[config.mk]
export PLATFORM = sky130hd
export DESIGN_NAME = r2fft_ctrl
export DESIGN_NICKNAME = d
export VERILOG_FILES = /design/src/rtl/radix2_fft_real_input_defines.svh /design/src/rtl/r2fft_pkg.sv /design/src/rtl/r2fft_ctrl.sv
export SDC_FILE = /design/constraint.sdc
export NUM_CORES = 1
export LEC_CHECK = 0
export BUFFER_PORTS_ARGS = -buffer_cell sky130_fd_sc_hd__buf_4
export CAP_MARGIN = 0
export CORE_UTILIZATION = 45
export DETAILED_ROUTE_END_ITERATION = 8
export PLACE_DENSITY = 0.77
export REMOVE_ABC_BUFFERS = 1
export SETUP_SLACK_MARGIN = 0.1
export SYNTH_ARGS = -nofsm -noshare
export SYNTH_HDL_FRONTEND = slang
export SYNTH_SLANG_ARGS = --single-unit
[constraint.sdc]
create_clock -name i_clk -period 9.6 [get_ports i_clk]
set_input_delay 1.92 -clock i_clk [delete_from_list [all_inputs] [get_ports i_clk]]
set_output_delay 1.92 -clock i_clk [all_outputs]
set_load 0.1 [all_outputs]
[src/rtl/radix2_fft_real_input_defines.svh]
// Assertion macros shared by the FFT block, with empty stand-ins when assertions are off.
`ifndef RADIX2_FFT_REAL_INPUT_DEFINES_SVH
`define RADIX2_FFT_REAL_INPUT_DEFINES_SVH

`ifndef NO_ASSERTIONS
// Same-cycle implication, disabled while reset is asserted.
`define R2FFT_ASSERT_IMPLY(lbl, clk, rstn, ante, cons) \
    lbl: assert property (@(posedge clk) disable iff (!rstn) (ante) |-> (cons)) \
        else $error("r2fft: same-cycle check failed");
// Next-cycle implication, disabled while reset is asserted.
`define R2FFT_ASSERT_NEXT(lbl, clk, rstn, ante, cons) \
    lbl: assert property (@(posedge clk) disable iff (!rstn) (ante) |=> (cons)) \
        else $error("r2fft: next-cycle check failed");
`else
`define R2FFT_ASSERT_IMPLY(lbl, clk, rstn, ante, cons)
`define R2FFT_ASSERT_NEXT(lbl, clk, rstn, ante, cons)
`endif

`endif

[src/rtl/r2fft_pkg.sv]
// Shared types, constants and elaboration-time twiddle functions of the FFT block.
`timescale 1ns / 1ps
package r2fft_pkg;

    localparam int VAL_W    = 27;
    localparam int BIN_W    = 10;
    localparam int CFG_W    = 4;
    localparam int P_W      = 5;
    localparam int IDX_W    = 16;
    localparam int OUT_DW   = ((2 * VAL_W + 7) / 8) * 8;

    localparam longint unsigned PI_Q30  = 64'd3373259426;
    localparam longint unsigned ONE_Q30 = 64'd1073741824;

    typedef logic [1:0] t_rd_sel;
    localparam t_rd_sel RD_S0  = 2'd0;
    localparam t_rd_sel RD_S1  = 2'd1;
    localparam t_rd_sel RD_BIN = 2'd2;

    typedef logic [1:0] t_wr_sel;
    localparam t_wr_sel WR_LOAD = 2'd0;
    localparam t_wr_sel WR_D0   = 2'd1;
    localparam t_wr_sel WR_D1   = 2'd2;

    typedef struct packed {
        logic             bf_active;
        logic             rd_en;
        logic             rd_bank;
        t_rd_sel          rd_sel;
        logic             wr_en;
        logic             wr_bank;
        t_wr_sel          wr_sel;
        logic             cap_a;
        logic             cap_b;
        logic             calc_diff;
        logic             calc_prod;
        logic             out_load;
        logic             out_flag;
        logic [P_W-1:0]   p;
        logic [P_W-1:0]   q;
        logic [IDX_W-1:0] idx;
    } t_dp_cmd;

    // Saturate a wide signed value to the 27-bit value range.
    function automatic logic signed [VAL_W-1:0] sat_val(input logic signed [63:0] v);
        logic signed [63:0] hi;
        logic signed [63:0] lo;
        hi = (64'sd1 <<< (VAL_W - 1)) - 64'sd1;
        lo = -hi - 64'sd1;
        if (v > hi) begin
            return hi[VAL_W-1:0];
        end else if (v < lo) begin
            return lo[VAL_W-1:0];
        end
        return v[VAL_W-1:0];
    endfunction

    // Divide a series term by d * (d + 1), the factorial step of term index d.
    function automatic longint unsigned taylor_div(input longint unsigned t, input int d);
        unique case (d)
            1:       return t / 64'd2;
            2:       return t / 64'd6;
            3:       return t / 64'd12;
            4:       return t / 64'd20;
            5:       return t / 64'd30;
            6:       return t / 64'd42;
            7:       return t / 64'd56;
            8:       return t / 64'd72;
            9:       return t / 64'd90;
            10:      return t / 64'd110;
            11:      return t / 64'd132;
            12:      return t / 64'd156;
            13:      return t / 64'd182;
            14:      return t / 64'd210;
            15:      return t / 64'd240;
            16:      return t / 64'd272;
            17:      return t / 64'd306;
            18:      return t / 64'd342;
            19:      return t / 64'd380;
            20:      return t / 64'd420;
            21:      return t / 64'd462;
            22:      return t / 64'd506;
            23:      return t / 64'd552;
            24:      return t / 64'd600;
            default: return t;
        endcase
    endfunction

    // Thirteen-term Taylor series of cos (odd = 0) or sin (odd = 1), Q30 in and out.
    function automatic longint taylor(input longint unsigned x, input bit odd);
        longint unsigned x2;
        longint unsigned term;
        int              d1;
        longint          sum;
        x2   = (x * x) >> 30;
        term = odd ? x : ONE_Q30;
        sum  = longint'(term);
        for (int i = 1; i <= 12; i++) begin
            d1   = odd ? 2 * i : 2 * i - 1;
            term = taylor_div((term * x2) >> 30, d1);
            if ((i % 2) == 1) begin
                sum = sum - longint'(term);
            end else begin
                sum = sum + longint'(term);
            end
        end
        return sum;
    endfunction

    // Round a Q30 magnitude half up to tw-1 fraction bits and clamp it.
    function automatic longint quant(input longint v, input int tw);
        longint unsigned r;
        longint unsigned lim;
        longint          vv;
        int              sh;
        vv  = (v < 0) ? 64'sd0 : v;
        sh  = 31 - tw;
        lim = (64'd1 << (tw - 1)) - 64'd1;
        r   = (longint'(vv) + (64'd1 << (sh - 1))) >> sh;
        if (r > lim) begin
            r = lim;
        end
        return longint'(r);
    endfunction

endpackage

[src/rtl/r2fft_ctrl.sv]
// Controller state machine: request handshakes, load position, stage and butterfly sequencing.
`timescale 1ns / 1ps
module r2fft_ctrl #(
    parameter int MAX_POINTS = 1024
) (
    input  logic                         i_clk,
    input  logic                         i_rst_n,
    input  logic                         i_cfg_we,
    input  logic [r2fft_pkg::CFG_W-1:0]  i_cfg_wdata,
    input  logic                         i_s_tvalid,
    output logic                         o_s_tready,
    input  logic                         i_s_tuser,
    output logic                         o_m_tvalid,
    input  logic                         i_m_tready,
    output logic                         o_m_tuser,
    output r2fft_pkg::t_dp_cmd           o_cmd
);
    import r2fft_pkg::*;

    localparam int AW = (MAX_POINTS > 1) ? $clog2(MAX_POINTS) : 1;

    localparam logic [2:0] S_IDLE = 3'd0;
    localparam logic [2:0] S_RDW  = 3'd1;
    localparam logic [2:0] S_RD0  = 3'd2;
    localparam logic [2:0] S_RD1  = 3'd3;
    localparam logic [2:0] S_CAP  = 3'd4;
    localparam logic [2:0] S_DIFF = 3'd5;
    localparam logic [2:0] S_PROD = 3'd6;
    localparam logic [2:0] S_WR1  = 3'd7;

    logic [2:0]       r_state, n_state;
    logic [CFG_W-1:0] r_log2, n_log2;
    logic [AW:0]      r_pos, n_pos;
    logic             r_have, n_have;
    logic             r_spec, n_spec;
    logic             r_src, n_src;
    logic [P_W-1:0]   r_q, n_q;
    logic [AW-1:0]    r_i, n_i;
    logic             r_out_v, n_out_v;
    logic             r_out_flag, n_out_flag;

    logic [P_W-1:0] w_p;
    logic [AW:0]    w_n;
    logic [AW-1:0]  w_half_m1;
    logic [AW:0]    w_widx;
    logic [AW:0]    w_pos_next;
    logic           w_accept;

    // Sizes beyond the buffer clamp to the largest one, zero acts as one.
    always_comb begin
        if (r_log2 == '0) begin
            w_p = P_W'(1);
        end else if (P_W'(r_log2) > P_W'(AW)) begin
            w_p = P_W'(AW);
        end else begin
            w_p = P_W'(r_log2);
        end
    end

    assign w_n        = (AW+1)'(1) << w_p;
    assign w_half_m1  = AW'((w_n - (AW+1)'(1)) >> 1);
    assign w_widx     = (r_pos < w_n) ? r_pos : '0;
    assign w_pos_next = w_widx + (AW+1)'(1);

    assign o_s_tready = i_rst_n && (r_state == S_IDLE) && (!r_out_v || i_m_tready);
    assign w_accept   = i_s_tvalid && o_s_tready;
    assign o_m_tvalid = r_out_v;
    assign o_m_tuser  = r_out_flag;

    always_comb begin
        n_state    = r_state;
        n_log2     = r_log2;
        n_pos      = r_pos;
        n_have     = r_have;
        n_spec     = r_spec;
        n_src      = r_src;
        n_q        = r_q;
        n_i        = r_i;
        n_out_v    = r_out_v;
        n_out_flag = r_out_flag;

        o_cmd           = '0;
        o_cmd.p         = w_p;
        o_cmd.q         = r_q;
        o_cmd.idx       = IDX_W'(r_i);
        o_cmd.bf_active = (r_state != S_IDLE) && (r_state != S_RDW);

        if (r_out_v && i_m_tready) begin
            n_out_v = 1'b0;
        end

        unique case (r_state)
            S_IDLE: begin
                if (i_cfg_we) begin
                    n_log2 = i_cfg_wdata;
                    n_pos  = '0;
                    n_have = 1'b0;
                end
                if (w_accept && !i_s_tuser) begin
                    o_cmd.wr_en   = 1'b1;
                    o_cmd.wr_bank = ~r_spec;
                    o_cmd.wr_sel  = WR_LOAD;
                    o_cmd.idx     = IDX_W'(w_widx);
                    if (w_pos_next == w_n) begin
                        n_pos   = '0;
                        n_state = S_RD0;
                        n_q     = P_W'(1);
                        n_i     = '0;
                        n_src   = ~r_spec;
                    end else begin
                        n_pos = w_pos_next;
                    end
                end else if (w_accept) begin
                    o_cmd.rd_en   = 1'b1;
                    o_cmd.rd_bank = r_spec;
                    o_cmd.rd_sel  = RD_BIN;
                    n_state       = S_RDW;
                end
            end
            S_RDW: begin
                o_cmd.out_load = 1'b1;
                o_cmd.out_flag = r_have;
                n_out_v        = 1'b1;
                n_out_flag     = r_have;
                n_state        = S_IDLE;
            end
            S_RD0: begin
                o_cmd.rd_en   = 1'b1;
                o_cmd.rd_bank = r_src;
                o_cmd.rd_sel  = RD_S0;
                n_state       = S_RD1;
            end
            S_RD1: begin
                o_cmd.rd_en   = 1'b1;
                o_cmd.rd_bank = r_src;
                o_cmd.rd_sel  = RD_S1;
                o_cmd.cap_a   = 1'b1;
                n_state       = S_CAP;
            end
            S_CAP: begin
                o_cmd.cap_b = 1'b1;
                n_state     = S_DIFF;
            end
            S_DIFF: begin
                o_cmd.calc_diff = 1'b1;
                n_state         = S_PROD;
            end
            S_PROD: begin
                o_cmd.calc_prod = 1'b1;
                o_cmd.wr_en     = 1'b1;
                o_cmd.wr_bank   = ~r_src;
                o_cmd.wr_sel    = WR_D0;
                n_state         = S_WR1;
            end
            S_WR1: begin
                o_cmd.wr_en   = 1'b1;
                o_cmd.wr_bank = ~r_src;
                o_cmd.wr_sel  = WR_D1;
                n_state       = S_RD0;
                if (r_i == w_half_m1) begin
                    n_i   = '0;
                    n_src = ~r_src;
                    if (r_q == w_p) begin
                        // The last stage wrote the spectrum into the other bank.
                        n_spec  = ~r_src;
                        n_have  = 1'b1;
                        n_state = S_IDLE;
                    end else begin
                        n_q = r_q + P_W'(1);
                    end
                end else begin
                    n_i = r_i + AW'(1);
                end
            end
            default: begin
                n_state = S_IDLE;
            end
        endcase
    end

    always_ff @(posedge i_clk) begin
        if (!i_rst_n) begin
            r_state    <= S_IDLE;
            r_log2     <= CFG_W'(10);
            r_pos      <= '0;
            r_have     <= 1'b0;
            r_spec     <= 1'b0;
            r_src      <= 1'b0;
            r_q        <= '0;
            r_i        <= '0;
            r_out_v    <= 1'b0;
            r_out_flag <= 1'b0;
        end else begin
            r_state    <= n_state;
            r_log2     <= n_log2;
            r_pos      <= n_pos;
            r_have     <= n_have;
            r_spec     <= n_spec;
            r_src      <= n_src;
            r_q        <= n_q;
            r_i        <= n_i;
            r_out_v    <= n_out_v;
            r_out_flag <= n_out_flag;
        end
    end

endmodule

## Word level (Yosys, flattened, before mapping)

Cells that the tools add are included.

| word-level totals | value |
|---|---|
| flip-flop bits (word level) | 38 |
| bits in latches | 0 |
| bits in writable memories | 0 |
| memory bits (read-only) | 0 |
| output and inout bits | 44 |
| word-level logic and storage cells | 104 |
| memories kept | 0 |

| operators by class | value |
|---|---|
| $add $sub $neg | 4 |
| multipliers | 0 |
| divide/modulo/power cells | 0 |
| $lt $le $gt $ge | 2 |
| eq/ne operators | 19 |
| shift operators | 1 |
| multiplexer cells | 43 |
| bitwise gates (word level) | 2 |
| reduce and logical (&&, ||, !) cells | 23 |

Operator list:

| kind | number |
|---|---|
| $mux 11 | 6 |
| $mux 10 | 3 |
| $mux 5 | 5 |
| $pmux 3 s8 | 1 |
| $pmux 4 s3 | 2 |
| $pmux 10 s2 | 1 |
| $mux 4 | 4 |
| $eq 3x3->1 const B | 4 |
| $mux 1 | 12 |
| $add 11x1->11 const B | 1 |
| $eq 11x11->1 | 1 |
| $lt 11x11->1 | 1 |
| $shl 1x5->11 const A | 1 |
| $sub 11x1->11 const B | 1 |
| $add 10x1->10 const B | 1 |
| $eq 10x10->1 | 1 |
| $pmux 5 s2 | 1 |
| $mux 3 | 3 |
| $ne 2x2->1 const B | 4 |
| $reduce_and 4->1 | 2 |
| $eq 3x2->1 const B | 2 |
| $logic_and 1x1->1 | 6 |
| $mux 2 | 3 |
| $ne 3x2->1 const B | 2 |
| 17 further kinds | 26 |

## Depth between registers and ports, before layout

| logic depth | value |
|---|---|
| depth in word-level cells | 11 |
| mapped depth | 22 |
| gate-level depth less buffers | 18 |

## Worst setup path before layout

OpenSTA, ideal clock, no wires.

| timing | value |
|---|---|
| path type | input to output |
| start point | in i_rst_n |
| end point | out o_cmd[0] in the netlist's numbering |
| arrival | 7.966 ns |
| data required time | 7.680 ns |
| setup slack | -0.286 ns |
| stages on the path | 6 |
| path buffers | 1 |
| cell sequence | clkbuf_1 > nand2b_1 > nor4_1 > nand2_1 > or2_2 > o21ai_0 |

RTL lines:

| element | line | source |
|---|---|---|
| from (decl) | r2fft_ctrl.sv:7 | `input logic i_rst_n,` |
| to (decl) | r2fft_ctrl.sv:16 | `output r2fft_pkg::t_dp_cmd o_cmd` |

## Worst setup path in the final report

| timing | value |
|---|---|
| start point | reg r_log2[3] |
| end point | reg r_q[2] |

| between the ends | value |
|---|---|
| word-level cells in the longest chain between the ends | 10 |
| elaborated cells on any way between the ends | 16 |

RTL lines:

| element | line | source |
|---|---|---|
| from (decl) | r2fft_ctrl.sv:32 | `logic [CFG_W-1:0] r_log2, n_log2;` |
| from (signal assigned) | r2fft_ctrl.sv:195 | `r_log2 <= n_log2;` |
| $gt 4x4->1 | r2fft_ctrl.sv:53 | `end else if (P_W'(r_log2) > P_W'(AW)) begin` |
| $mux 4 | r2fft_ctrl.sv:53 |  |
| $mux 5 * | r2fft_ctrl.sv:51 | `if (r_log2 == '0) begin` |
| $shl 1x5->11 | r2fft_ctrl.sv:60 | `assign w_n = (AW+1)'(1) << w_p;` |
| $lt 11x11->1 | r2fft_ctrl.sv:62 | `assign w_widx = (r_pos < w_n) ? r_pos : '0;` |
| $mux 11 | r2fft_ctrl.sv:62 |  |
| $add 11x1->11 | r2fft_ctrl.sv:63 | `assign w_pos_next = w_widx + (AW+1)'(1);` |
| $eq 11x11->1 | r2fft_ctrl.sv:104 | `if (w_pos_next == w_n) begin` |
| $ne 2x1->1 (no source line) | - |  |
| $reduce_and 5->1 (no source line) * | - |  |
| to (signal assigned) | r2fft_ctrl.sv:200 | `r_q <= n_q;` |
| to (decl) | r2fft_ctrl.sv:37 | `logic [P_W-1:0] r_q, n_q;` |

Every way passes the cells marked *; elsewhere a longest branch is shown, timed or not.
A chain may end at the register's enable or synchronous reset.

==> impl_metrics.py <==
metrics = {
    "worst_hold_path": {
        "hp-class": "flip-flop to flip-flop",
        "worstHoldPathCells": 2,
    },
    "synth": {
        "synthTopCellsByArea": "dfxtp_1, nand2_1, ha_1",
        "async_flop_share_pct": 0,
        "synth_top_area_share_pct": 22.6,
        "yosys_warnings": 0,
        "postSynthAreaPerCell_sq_um": 7.40,
        "synth_cells": 455,
        "ys_seq_area_share_pct": 22.6,
        "yosysTopAreaCell": "dfxtp_1",
        "synth_ff_type": "dfxtp_1",
        "ys_ff_latch": 38,
        "synth-edff-count": 0,
        "syn-cell-area_sq_mm": 0.00337,
        "netlist-cell-type-count": 69,
    },
    "power": {
        "power.total_mw": 0.381,
        "power_density_mw_per_mm2": 101,
        "leakage_nw": 1.55,
        "irDropWorstVdd_mv": 0.0628,
    },
    "grt": {
        "grt_overflow": 0,
        "antenna_found_initial": 0,
        "busiest_layer": "met2",
        "use_met1_pct": 30.1,
        "grt_util_all_layers_pct": 24.6,
        "use_met3_pct": 3.36,
        "grt_max_degree": 45,
        "grt_pass1_wl_microns": 15100,
        "grt_pass1_vias": 3166,
        "met2_usage_pct": 42.9,
    },
    "timing": {
        "timing.setup.tns_ns": 0,
        "hold_viol": 0,
        "fmax_ghz": 0.167,
        "setup_viol": 0,
        "drv_slew": 0,
        "fin_skew_ns": 0.00749,
        "period_minus_slack_ns": 5.98,
        "period_share_pct": 62.3,
        "worst_pin_slew_ns": 0.988,
        "rsz0062_at_grt": "no",
        "slew_headroom_pct": 33.7,
        "timing.hold.ws_ns": 0.477,
    },
    "detailed_routing": {
        "drt_pass1_iterations": 7,
        "routedWlPerCell_microns": 16.1,
        "wirelength_microns": 9230,
        "routed_via_density": 6.11,
        "drt_iter0_markers": 233,
        "dr_total_vias": 3499,
        "ant_nets": 0,
        "drc": 0,
    },
    "worst_setup_path": {
        "start_kind": "flip-flop",
        "crit_arrival_ns": 6.20,
        "critPathCaptureType": "flip-flop",
        "required_ns": 9.82,
        "worstSetupPathType": "flip-flop to flip-flop",
        "cp_max_fo": 22,
        "reg2reg_depth": 17,
    },
    "place": {
        "hpwl_microns": 6760,
        "place_congestion": 0.917,
        "io_buffers": 47,
    },
    "floorplanning": {
        "start_util_pct": 46.4,
        "die_area_sq_mm": 0.00783,
        "die_h_microns": 88.5,
        "pin_count": 54,
        "die_w_microns": 88.5,
        "core_area_sq_mm": 0.00725,
        "core.rowCount": 31,
    },
    "cells_and_area": {
        "fillers": 723,
        "multi_input_area_sq_mm": 0.00237,
        "drive_gt1_share_pct": 14.3,
        "seqCellArea_sq_um": 761,
        "layout_commonest_cell": "nand2_1",
        "syn2layout_area_growth_pct": 12.0,
        "nets": 497,
        "final_cell_mix": "nand2_1, buf_4, dfxtp_1",
        "diodes": 0,
    },
    "clock_tree": {
        "cts_sinks": 38,
        "cts_resized": 0,
        "post_cts_buffers": 0,
        "htreeDepth": 2,
        "ctsRootBufferMaster": "clkbuf_8",
        "clock_path_buffers": 2,
        "postCtsHoldBufs": 0,
        "cts_inserted_buffers": 5,
        "cts_tree": "yes",
        "clk_pin_slew_worst_paths_ns": 0.08,
        "insertion_delay_ns": 0.30,
    },
    "status": {
        "status": "finished clean",
    },
    "run": {
        "drv_cap": 0,
    },
}
## power by group
part	switching, mW	leakage (nW)	internal [mW]
Combinational	0.0687	1.20	0.0238
Clock	0.0612	0.0472	0.0578
Sequential	0.00919	0.307	0.160
## flip-flops by register name (all words and copies together) (netlist names)
register and flops:
r_pos 11, r_i 10, r_q 5, r_log2 4, r_state 3, o_m_tuser 1
o_m_tvalid 1, r_have 1, r_spec 1, r_src 1
## layout make-up
class | instances | share of cell area, %
tap | 99 | 3.28
timing repair buffer | 49 | 9.75
clock buffer | 6 | 2.19
multi-input combinational | 365 | 62.9
sequential | 38 | 20.2
inverter | 14 | 1.39
clock inverter | 2 | 0.332
## synthesized netlist by cell type (6+ instances only)
library cell / n
nor3_1: 16
nand3_1: 27
xor2_1: 8
mux2i_1: 13
a21boi_0: 16
dfxtp_1: 38
buf_4: 7
a21oi_1: 18
nor2_1: 16
xnor2_1: 8
clkbuf_1: 29
nand2_1: 57
o21ai_0: 21
and3_1: 13
inv_1: 14
nand3b_1: 6
nor2b_1: 10
and2_1: 15
o21a_1: 9
ha_1: 14
o2111ai_1: 8
nand4_1: 7
## per-stage QoR
stage | utilization (%) | setup WS (ns) | instance area (sq um) | cells
final | 52.0 | 3.62 | 3770 | 573
after global routing | 52.0 | 3.14 | 3770 | 573
after CTS | 52.0 | 3.76 | 3770 | 573
after detailed placement | 50.7 | 3.76 | 3680 | 565
after global placement | 50.7 | 3.86 | 3680 | 565
after floorplan | - | -0.148 | 3180 | 417
## layer usage
layer / part of all wire (%) / vias to the layer above
met5: 0 / -
met4: 2.6 / 0
met1: 43 / 1686
met2: 51 / 100
met3: 3.9 / 21
li1: - / 1692
## worst max-delay path, stage by stage (launching register included)
cell and delay [ns]:
dfxtp_1 0.78, nor4b_1 0.53, inv_1 0.11, ha_1 0.32, a211o_1 0.30, a21oi_1 0.17, o211a_1 0.48, nand2_1 0.19
inv_1 0.09, ha_1 0.46, inv_1 0.21, a2111oi_0 0.34, o31a_1 0.21, o21ai_1 0.08, a222oi_1 0.59, a32oi_1 0.36
or4_1 0.49, a21oi_1 0.18
## final timing paths
path / start / end / slack, ns
worst max-delay path: r_log2[3] / r_q[2] / 3.62
worst min-delay path: r_have / r_have / 0.48
worst max register to register: r_log2[3] / r_q[2] / 3.62
worst min register to register: r_have / r_have / 0.48
## kinds of logic (layout without fill, tap and decap cells)
family / after synthesis / in the layout / share of synthesized area, %
compound gates: 113 / 113 / 23.9
xor+xnor: 16 / 16 / 4.16
fa+ha+maj: 15 / 15 / 5.50
buf+inv: 57 / 71 / 7.54
flops: 38 / 38 / 22.6
mux: 14 / 14 / 4.20
other cells: 2 / 7 / 0.223
simple gates: 200 / 200 / 31.8
Note: power is estimated with default switching activity, not from simulation.
